$ cat src/hdl/deq_pkg.sv
package deq_pkg;

  localparam int SLOTS       = 16;
  localparam int HANDLE_BITS = 16;

  localparam int FUNC_W  = 2;
  localparam int HND_W   = 16;
  localparam int TIME_W  = 64;
  localparam int KIND_W  = 2;
  localparam int ORDER_W = 32;
  localparam int SLOT_W  = $clog2(SLOTS);
  localparam int CNT_W   = $clog2(SLOTS + 1);

  // only the low HANDLE_BITS of a handle count
  localparam logic [HND_W-1:0] HANDLE_MASK =
    HND_W'((65'(1) << HANDLE_BITS) - 65'(1));

  localparam logic [FUNC_W-1:0] FN_AT     = 2'd0;
  localparam logic [FUNC_W-1:0] FN_AFTER  = 2'd1;
  localparam logic [FUNC_W-1:0] FN_CANCEL = 2'd2;
  localparam logic [FUNC_W-1:0] FN_TICK   = 2'd3;

  localparam logic [KIND_W-1:0] KD_EXPIRED = 2'd0;
  localparam logic [KIND_W-1:0] KD_SCHED   = 2'd1;
  localparam logic [KIND_W-1:0] KD_CANCEL  = 2'd2;

  typedef enum logic [1:0] {
    ST_IDLE,
    ST_ADD,
    ST_SCAN,
    ST_DONE
  } state_t;

endpackage

$ cat src/hdl/deq_if.sv
interface deq_in_if;
  logic                        valid;
  logic                        ready;
  logic [deq_pkg::FUNC_W-1:0]  func;
  logic [deq_pkg::HND_W-1:0]   handle;
  logic [deq_pkg::TIME_W-1:0]  deadline_ns;
  logic [deq_pkg::TIME_W-1:0]  delay_ns;
  logic [deq_pkg::TIME_W-1:0]  now_ns;

  modport source (output valid, func, handle, deadline_ns, delay_ns, now_ns, input ready);
  modport sink   (input valid, func, handle, deadline_ns, delay_ns, now_ns, output ready);
endinterface

interface deq_out_if;
  logic                        valid;
  logic                        ready;
  logic [deq_pkg::KIND_W-1:0]  kind;
  logic [deq_pkg::HND_W-1:0]   event_id;
  logic                        ok;
  logic                        last;

  modport source (output valid, kind, event_id, ok, last, input ready);
  modport sink   (input valid, kind, event_id, ok, last, output ready);
endinterface

$ cat src/hdl/deadline_event_queue.sv
// schedule at deadline / cancel: result registered after the full slot scan
// schedule after delay: an extra state before the scan does the saturating add
// tick: a full slot scan for each released event, which is the earliest due one
// (older wins on equal deadlines); rescans until none remain; no result if none due
// one request in work at a time, set by the scan; ready returns with any last result
// reset clears slot occupancy and the insert counter directly, no sweep
module deadline_event_queue (
  input logic clk,
  input logic rst_n,
  deq_in_if.sink    in_ch,
  deq_out_if.source out_ch
);
  import deq_pkg::*;

  state_t state_r, state_nxt;

  logic [SLOTS-1:0]   slot_valid_r;
  logic [TIME_W-1:0]  slot_dl_r  [SLOTS];
  logic [HND_W-1:0]   slot_hnd_r [SLOTS];
  logic [ORDER_W-1:0] slot_ord_r [SLOTS];
  logic [ORDER_W-1:0] ins_cnt_r, ins_cnt_nxt;

  logic [FUNC_W-1:0] func_r, func_nxt;
  logic [HND_W-1:0]  hnd_r, hnd_nxt;
  logic [TIME_W-1:0] when_r, when_nxt;
  logic [TIME_W-1:0] dly_r, dly_nxt;

  logic [SLOT_W-1:0]  idx_r, idx_nxt;
  logic               hit_r, hit_nxt;
  logic [SLOT_W-1:0]  hit_idx_r, hit_idx_nxt;
  logic               free_r, free_nxt;
  logic [SLOT_W-1:0]  free_idx_r, free_idx_nxt;
  logic               found_r, found_nxt;
  logic [SLOT_W-1:0]  best_idx_r, best_idx_nxt;
  logic [TIME_W-1:0]  best_dl_r, best_dl_nxt;
  logic [ORDER_W-1:0] best_age_r, best_age_nxt;
  logic [HND_W-1:0]   best_hnd_r, best_hnd_nxt;
  logic [CNT_W-1:0]   cnt_r, cnt_nxt;

  logic              out_valid_r, out_valid_nxt;
  logic [KIND_W-1:0] kind_r, kind_nxt;
  logic [HND_W-1:0]  id_r, id_nxt;
  logic              ok_r, ok_nxt;
  logic              last_r, last_nxt;

  logic               rd_v;
  logic [TIME_W-1:0]  rd_dl;
  logic [HND_W-1:0]   rd_hnd;
  logic [ORDER_W-1:0] rd_age;
  logic               rd_due;
  logic               rd_better;
  logic [TIME_W:0]    sum;
  logic               out_free;
  logic               scan_clr;
  logic               slot_we;
  logic               slot_clr;
  logic [SLOT_W-1:0]  clr_idx;
  logic               sched_ok;

  assign rd_v      = slot_valid_r[idx_r];
  assign rd_dl     = slot_dl_r[idx_r];
  assign rd_hnd    = slot_hnd_r[idx_r];
  assign rd_age    = ins_cnt_r - slot_ord_r[idx_r];
  assign rd_due    = rd_v && (rd_dl <= when_r);
  // strict compare keeps the lowest slot on a full tie
  assign rd_better = !found_r || (rd_dl < best_dl_r) ||
                     ((rd_dl == best_dl_r) && (rd_age > best_age_r));
  assign sum       = {1'b0, when_r} + {1'b0, dly_r};
  assign out_free  = !out_valid_r || out_ch.ready;
  assign sched_ok  = !hit_r && free_r;

  assign in_ch.ready     = (state_r == ST_IDLE);
  assign out_ch.valid    = out_valid_r;
  assign out_ch.kind     = kind_r;
  assign out_ch.event_id = id_r;
  assign out_ch.ok       = ok_r;
  assign out_ch.last     = last_r;

  always_comb begin
    state_nxt     = state_r;
    ins_cnt_nxt   = ins_cnt_r;
    func_nxt      = func_r;
    hnd_nxt       = hnd_r;
    when_nxt      = when_r;
    dly_nxt       = dly_r;
    idx_nxt       = idx_r;
    hit_nxt       = hit_r;
    hit_idx_nxt   = hit_idx_r;
    free_nxt      = free_r;
    free_idx_nxt  = free_idx_r;
    found_nxt     = found_r;
    best_idx_nxt  = best_idx_r;
    best_dl_nxt   = best_dl_r;
    best_age_nxt  = best_age_r;
    best_hnd_nxt  = best_hnd_r;
    cnt_nxt       = cnt_r;
    out_valid_nxt = out_valid_r && !out_ch.ready;
    kind_nxt      = kind_r;
    id_nxt        = id_r;
    ok_nxt        = ok_r;
    last_nxt      = last_r;
    scan_clr      = 1'b0;
    slot_we       = 1'b0;
    slot_clr      = 1'b0;
    clr_idx       = hit_idx_r;

    case (state_r)
      ST_IDLE: begin
        if (in_ch.valid) begin
          func_nxt = in_ch.func;
          hnd_nxt  = in_ch.handle & HANDLE_MASK;
          dly_nxt  = in_ch.delay_ns;
          when_nxt = (in_ch.func == FN_AT) ? in_ch.deadline_ns : in_ch.now_ns;
          scan_clr = 1'b1;
          state_nxt = (in_ch.func == FN_AFTER) ? ST_ADD : ST_SCAN;
        end
      end
      ST_ADD: begin
        // saturate at the largest time
        when_nxt  = sum[TIME_W] ? '1 : sum[TIME_W-1:0];
        state_nxt = ST_SCAN;
      end
      ST_SCAN: begin
        if (rd_v && (rd_hnd == hnd_r) && !hit_r) begin
          hit_nxt     = 1'b1;
          hit_idx_nxt = idx_r;
        end
        if (!rd_v && !free_r) begin
          free_nxt     = 1'b1;
          free_idx_nxt = idx_r;
        end
        if (rd_due) begin
          cnt_nxt = cnt_r + CNT_W'(1);
          if (rd_better) begin
            found_nxt    = 1'b1;
            best_idx_nxt = idx_r;
            best_dl_nxt  = rd_dl;
            best_age_nxt = rd_age;
            best_hnd_nxt = rd_hnd;
          end
        end
        idx_nxt = idx_r + SLOT_W'(1);
        if (idx_r == SLOT_W'(SLOTS - 1)) begin
          state_nxt = ST_DONE;
        end
      end
      ST_DONE: begin
        if (func_r == FN_TICK && !found_r) begin
          state_nxt = ST_IDLE;
        end else if (out_free) begin
          out_valid_nxt = 1'b1;
          state_nxt     = ST_IDLE;
          case (func_r)
            FN_AT, FN_AFTER: begin
              kind_nxt = KD_SCHED;
              id_nxt   = hnd_r;
              ok_nxt   = sched_ok;
              last_nxt = 1'b1;
              if (sched_ok) begin
                slot_we     = 1'b1;
                ins_cnt_nxt = ins_cnt_r + ORDER_W'(1);
              end
            end
            FN_CANCEL: begin
              kind_nxt = KD_CANCEL;
              id_nxt   = hnd_r;
              ok_nxt   = hit_r;
              last_nxt = 1'b1;
              slot_clr = hit_r;
            end
            default: begin
              kind_nxt = KD_EXPIRED;
              id_nxt   = best_hnd_r;
              ok_nxt   = 1'b0;
              last_nxt = (cnt_r == CNT_W'(1));
              slot_clr = 1'b1;
              clr_idx  = best_idx_r;
              // the due count of this scan tells whether more remain
              if (cnt_r != CNT_W'(1)) begin
                scan_clr  = 1'b1;
                state_nxt = ST_SCAN;
              end
            end
          endcase
        end
      end
      default: begin
        state_nxt = ST_IDLE;
      end
    endcase

    if (scan_clr) begin
      idx_nxt   = '0;
      hit_nxt   = 1'b0;
      free_nxt  = 1'b0;
      found_nxt = 1'b0;
      cnt_nxt   = '0;
    end
  end

  always_ff @(posedge clk) begin
    if (!rst_n) begin
      state_r      <= ST_IDLE;
      out_valid_r  <= 1'b0;
      slot_valid_r <= '0;
      ins_cnt_r    <= '0;
    end else begin
      state_r     <= state_nxt;
      out_valid_r <= out_valid_nxt;
      ins_cnt_r   <= ins_cnt_nxt;
      if (slot_we) begin
        slot_valid_r[free_idx_r] <= 1'b1;
      end
      if (slot_clr) begin
        slot_valid_r[clr_idx] <= 1'b0;
      end
    end
  end

  always_ff @(posedge clk) begin
    if (slot_we) begin
      slot_dl_r[free_idx_r]  <= when_r;
      slot_hnd_r[free_idx_r] <= hnd_r;
      slot_ord_r[free_idx_r] <= ins_cnt_r;
    end
  end

  always_ff @(posedge clk) begin
    func_r     <= func_nxt;
    hnd_r      <= hnd_nxt;
    when_r     <= when_nxt;
    dly_r      <= dly_nxt;
    idx_r      <= idx_nxt;
    hit_r      <= hit_nxt;
    hit_idx_r  <= hit_idx_nxt;
    free_r     <= free_nxt;
    free_idx_r <= free_idx_nxt;
    found_r    <= found_nxt;
    best_idx_r <= best_idx_nxt;
    best_dl_r  <= best_dl_nxt;
    best_age_r <= best_age_nxt;
    best_hnd_r <= best_hnd_nxt;
    cnt_r      <= cnt_nxt;
    kind_r     <= kind_nxt;
    id_r       <= id_nxt;
    ok_r       <= ok_nxt;
    last_r     <= last_nxt;
  end

endmodule
$ cat src/flat_wrapper.sv
// flat-port wrapper written by rule: the top's interface ports become plain ports
module deadline_event_queue_flat import deq_pkg::*;
  (clk, rst_n, in_ch_valid, in_ch_func, in_ch_handle, in_ch_deadline_ns, in_ch_delay_ns, in_ch_now_ns, in_ch_ready, out_ch_valid, out_ch_kind, out_ch_event_id, out_ch_ok, out_ch_last, out_ch_ready);
  deq_in_if in_ch_i ();
  deq_out_if out_ch_i ();
  input logic clk;
  input logic rst_n;
  input wire logic [$bits(in_ch_i.valid)-1:0] in_ch_valid;
  input wire logic [$bits(in_ch_i.func)-1:0] in_ch_func;
  input wire logic [$bits(in_ch_i.handle)-1:0] in_ch_handle;
  input wire logic [$bits(in_ch_i.deadline_ns)-1:0] in_ch_deadline_ns;
  input wire logic [$bits(in_ch_i.delay_ns)-1:0] in_ch_delay_ns;
  input wire logic [$bits(in_ch_i.now_ns)-1:0] in_ch_now_ns;
  output wire logic [$bits(in_ch_i.ready)-1:0] in_ch_ready;
  output wire logic [$bits(out_ch_i.valid)-1:0] out_ch_valid;
  output wire logic [$bits(out_ch_i.kind)-1:0] out_ch_kind;
  output wire logic [$bits(out_ch_i.event_id)-1:0] out_ch_event_id;
  output wire logic [$bits(out_ch_i.ok)-1:0] out_ch_ok;
  output wire logic [$bits(out_ch_i.last)-1:0] out_ch_last;
  input wire logic [$bits(out_ch_i.ready)-1:0] out_ch_ready;
  assign in_ch_i.valid = in_ch_valid;
  assign in_ch_i.func = in_ch_func;
  assign in_ch_i.handle = in_ch_handle;
  assign in_ch_i.deadline_ns = in_ch_deadline_ns;
  assign in_ch_i.delay_ns = in_ch_delay_ns;
  assign in_ch_i.now_ns = in_ch_now_ns;
  assign in_ch_ready = in_ch_i.ready;
  assign out_ch_valid = out_ch_i.valid;
  assign out_ch_kind = out_ch_i.kind;
  assign out_ch_event_id = out_ch_i.event_id;
  assign out_ch_ok = out_ch_i.ok;
  assign out_ch_last = out_ch_i.last;
  assign out_ch_i.ready = out_ch_ready;
  deadline_event_queue u_core (.clk(clk), .rst_n(rst_n), .in_ch(in_ch_i), .out_ch(out_ch_i));
endmodule
$ cat config.mk
export PLATFORM = sky130hd
export DESIGN_NAME = deadline_event_queue_flat
export DESIGN_NICKNAME = d
export VERILOG_FILES = /design/src/hdl/deq_pkg.sv /design/src/hdl/deq_if.sv /design/src/hdl/deadline_event_queue.sv /design/src/flat_wrapper.sv
export SDC_FILE = /design/constraint.sdc
export NUM_CORES = 2
export LEC_CHECK = 0
export ABC_AREA = 1
export ABC_CLOCK_PERIOD_IN_PS = 21100
export BUFFER_PORTS_ARGS = -buffer_cell sky130_fd_sc_hd__buf_2
export CELL_PAD_IN_SITES_DETAIL_PLACEMENT = 1
export CELL_PAD_IN_SITES_GLOBAL_PLACEMENT = 1
export CORE_MARGIN = 2
export CORE_UTILIZATION = 49
export DETAILED_ROUTE_END_ITERATION = 12
export HOLD_SLACK_MARGIN = 0.05
export PLACE_DENSITY_LB_ADDON = 0.1
export SYNTH_ARGS = -nofsm -noshare
export SYNTH_HDL_FRONTEND = slang
export SYNTH_SLANG_ARGS = --single-unit
export TNS_END_PERCENT = 5
$ cat constraint.sdc
create_clock -name clk -period 21.1 [get_ports clk]
set_clock_uncertainty 0.05 [all_clocks]
set_input_delay 1.055 -clock clk [delete_from_list [all_inputs] [get_ports clk]]
set_output_delay 1.055 -clock clk [all_outputs]
set_load 0.02 [all_outputs]
==> tab_implementation.tex <==
\begin{tabular}{lr}
\hline
Metric & Value \\
\hline
\multicolumn{2}{l}{\textbf{Worst setup path}} \\
Required time at the worst-slack endpoint & 21.53 ns \\
Element type at the critical path start & register \\
Type of the worst setup path & register to register \\
Arrival @ worst endpoint & 8.36 ns \\
Critical path capture point type & register \\
Max Fanout on Critical Path & 250 \\
\multicolumn{2}{l}{\textbf{Clock tree}} \\
Cts-stage hold buffer count & 0 \\
Total number of clock tree sinks & 2149 \\
Total clock buffers created by CTS & 223 \\
Post-CTS setup buffers & 0 \\
PostCTS Resize Cnt & 0 \\
Root buf cell & clkbuf\_16 \\
CTS clock-pin slew for the worst setup and hold paths & about 0.06 ns \\
Worst skew pair latency & 0.89 ns \\
Maximum count of clock buffers along a single path & 3 \\
Max H-tree Level & 4 \\
TritonCTS clock tree & yes \\
\multicolumn{2}{l}{\textbf{Pwr}} \\
Pwr/cell area & 135 mW/mm2 \\
Leakage power & 0.0372 uW \\
VDD IR max & 0.112 mV \\
\multicolumn{2}{l}{\textbf{Drt}} \\
Number of DRC violations after detailed routing & 0 \\
Post-DRT Antenna Nets & 0 \\
First drt pass iteration count & 5 \\
Wirelength, routed & around 300000 um \\
Total vias in the final route & 66534 \\
Violation count after the first detailed-routing iteration & between 6000 and 7000 \\
Drt wl/cell & 27.3 um \\
Number of vias per cell after detailed routing & between 6 and 7 \\
\multicolumn{2}{l}{\textbf{Die}} \\
Die boundary height & 443 um \\
Placeable Area & 0.192 mm2 \\
Initial Util & 49.1\% \\
I/O pins & 236 \\
Horizontal extent of the die & 443 um \\
Num rows & 161 \\
Die area & 0.196 mm2 \\
\multicolumn{2}{l}{\textbf{STA}} \\
Slew of the pin with the lowest slew margin & 1.20 ns \\
Pins over their slew limit & 0 \\
Hold Violations, Final & 0 \\
Final setup violation count & 0 \\
TNS Setup & 0 ns \\
Final min period & 7.93 ns \\
Relative max-transition margin & 19.3\% \\
Maximum clock rate & between 100 and 150 MHz \\
Setup repair after global routing missed its margin & false \\
Fraction of the cycle the final worst path needs & 37.6\% \\
Hold WS & about 0.3 ns \\
\multicolumn{2}{l}{\textbf{Placement}} \\
Number of port buffers & approximately 240 \\
Final HPWL DP & 174000 um \\
Final weighted congestion of routability-driven global placement & 0.911 \\
\multicolumn{2}{l}{\textbf{Global routing}} \\
Overflow left after global routing & 0 \\
Maximum number of pins on one net before global-route repair & 251 \\
Initial antenna violation count & 5 \\
GR Util All Layers & 30.4\% \\
Via count of the first global-routing pass & just under 70000 \\
Global-route wire length before repair & between 400000 and 500000 um \\
\multicolumn{2}{l}{\textbf{Synth}} \\
Number of distinct library cells after synthesis & 57 \\
Top FF cell, synth & edfxtp\_1 \\
Mean instance size in the synthesized netlist & 11.6 um2 \\
Yosys synthesis warning count & 0 \\
Area contributors post-synth & edfxtp\_1 66\%, o21ai\_0 5.6\%, nor2\_1 4.9\% \\
Syn nets & $\sim$8600 \\
Number of synthesized flops with an enable pin & 2082 \\
Fraction of synthesized cell area taken by the top area cell type & 66.3\% \\
Cell area after technology mapping & 0.0943 mm2 \\
Number of synthesized register bits & 2149 \\
Portion of the post-synthesis area used by sequential elements & roughly two thirds \\
Cell type with the highest aggregate area in the netlist & edfxtp\_1 \\
Fraction of registers with async set or reset after synthesis & 0\% \\
Synthesized instance count & around 8200 \\
\multicolumn{2}{l}{\textbf{Layout}} \\
Fillers & 19800 \\
Number of nets at the end of the flow & between 8000 and 9000 \\
Fraction of layout cells with a size suffix above 1 & under 10\% \\
Layout overhead on the synthesized area & 11.6\% \\
\multicolumn{2}{l}{\textbf{Run status}} \\
Status & completed \\
\multicolumn{2}{l}{\textbf{Worst hold path}} \\
Path category of the worst min-delay check & primary input to register \\
\multicolumn{2}{l}{\textbf{Flow run}} \\
Max cap viols & 0 \\
\hline
\end{tabular}
==> kinds of logic after synthesis <==
| kind of cell | count (synthesis) | share of synthesized area (%) |
|---|---|---|
| compound gates | 1903 | 12.0 |
| xor+xnor | 77 | 0.715 |
| fa+ha+maj | 265 | 3.53 |
| buf+inv | 1013 | 4.38 |
| flops | 2149 | 67.7 |
| simple gates | 2743 | 11.7 |
==> placed cells by master, fill, tap and decap left out, drive strengths merged, types with 39 or more instances in the layout <==
| master | n |
|---|---|
| a21oi | 243 |
| buf | 351 |
| clkbuf | 276 |
| clkinv | 102 |
| dfxtp | 67 |
| edfxtp | 2082 |
| ha | 263 |
| inv | 605 |
| nand2 | 1013 |
| nand3 | 391 |
| nor2 | 1238 |
| nor3 | 39 |
| o211ai | 117 |
| o21ai | 1084 |
| o221ai | 284 |
| o22ai | 100 |
| xor2 | 61 |
==> cell usage after synthesis (61+ instances only) <==
cell	n
edfxtp_1	2082
nor2_1	1234
o21ai_0	1057
nand2_1	1008
inv_1	589
nand3_1	389
o221ai_1	284
clkbuf_1	277
ha_1	263
a21oi_1	239
o211ai_1	115
o22ai_1	100
buf_2	76
dfxtp_1	67
xor2_1	61
==> layout make-up <==
type	count	area (um2)	area share, %
clock buffers	276	5910	5.62
clock inverters	137	1280	1.21
well taps	2526	3160	3.00
multi-input cells	4988	26500	25.2
diodes	3	7.51	0.00713
repair buffers	351	2210	2.10
inverters	597	2280	2.17
flip-flops and latches	2149	63900	60.7
==> worst max-delay path, cell delays in order (launching register included) <==
cell	delay, ns
dfxtp_4	0.56
inv_16	0.70
buf_4	0.82
o21ai_0	0.23
o221ai_1	0.26
o211ai_1	0.14
nand2_1	0.10
inv_1	0.05
ha_1	0.37
nand2_1	0.17
nor2_1	0.13
inv_1	0.05
o21ai_0	0.53
a21oi_1	0.26
xnor2_1	0.22
ha_1	0.34
nand3_1	0.14
nor2_1	0.22
nand4_1	0.28
nor4_2	0.80
nor2_1	0.11
a21oi_1	0.27
a21oi_4	0.10
buf_12	0.32
==> metal layers <==
layer | global-route usage, % | routed length, um | vias to the layer above
met5 | 0 | 0 | -
met4 | 8.55 | 7720 | 0
met3 | 3.31 | 16100 | 446
met2 | 51.5 | 147000 | 2061
met1 | 41.8 | 131000 | 34286
li1 | - | - | 29741
==> where the power goes <==
part	switching [uW]	internal [uW]
clock	1680	2240
combinational	3410	1350
sequential	313	5170
total	5410	8750
==> state kept, by name, indices dropped and copies added (netlist names), 5 cells and up, named ones only <==
signal	flops
u_core.slot_valid_r	16
u_core.out_ch.event_id	16
u_core.when_r	64
u_core.slot_ord_r	512
u_core.slot_dl_r	1024
u_core.slot_hnd_r	256
u_core.cnt_r	5
u_core.best_dl_r	64
u_core.hnd_r	16
u_core.best_age_r	32
u_core.dly_r	64
u_core.ins_cnt_r	32
u_core.best_hnd_r	16
==> metrics by stage <==
step | util, % | total power [uW] | instances | setup WS (ns) | area (um2)
after CTS | 54.8 | 14200 | 11024 | 13.22 | 105000
after global placement | 51.1 | 10100 | 10611 | 13.09 | 98000
after detailed placement | 51.1 | 10300 | 10611 | 13.27 | 98000
after floorplan | - | 8540 | 8150 | 10.87 | 94300
after global routing | 54.8 | 14900 | 11027 | 12.74 | 105000
final | 54.8 | 14200 | 11027 | 13.17 | 105000
==> path summary, 6_finish.rpt <==
kind                                    startpoint              endpoint  slack, ns  cells past startpoint
worst max register to register            register  u_core.best_dl_r[48]      13.17                     23
worst min-delay path            in_ch_delay_ns[56]      u_core.dly_r[56]       0.29                      1
worst max-delay path                      register  u_core.best_dl_r[48]      13.17                     23
worst min register to register       u_core.free_r         u_core.free_r       0.44                      2
(Power assumes the default switching activity.)
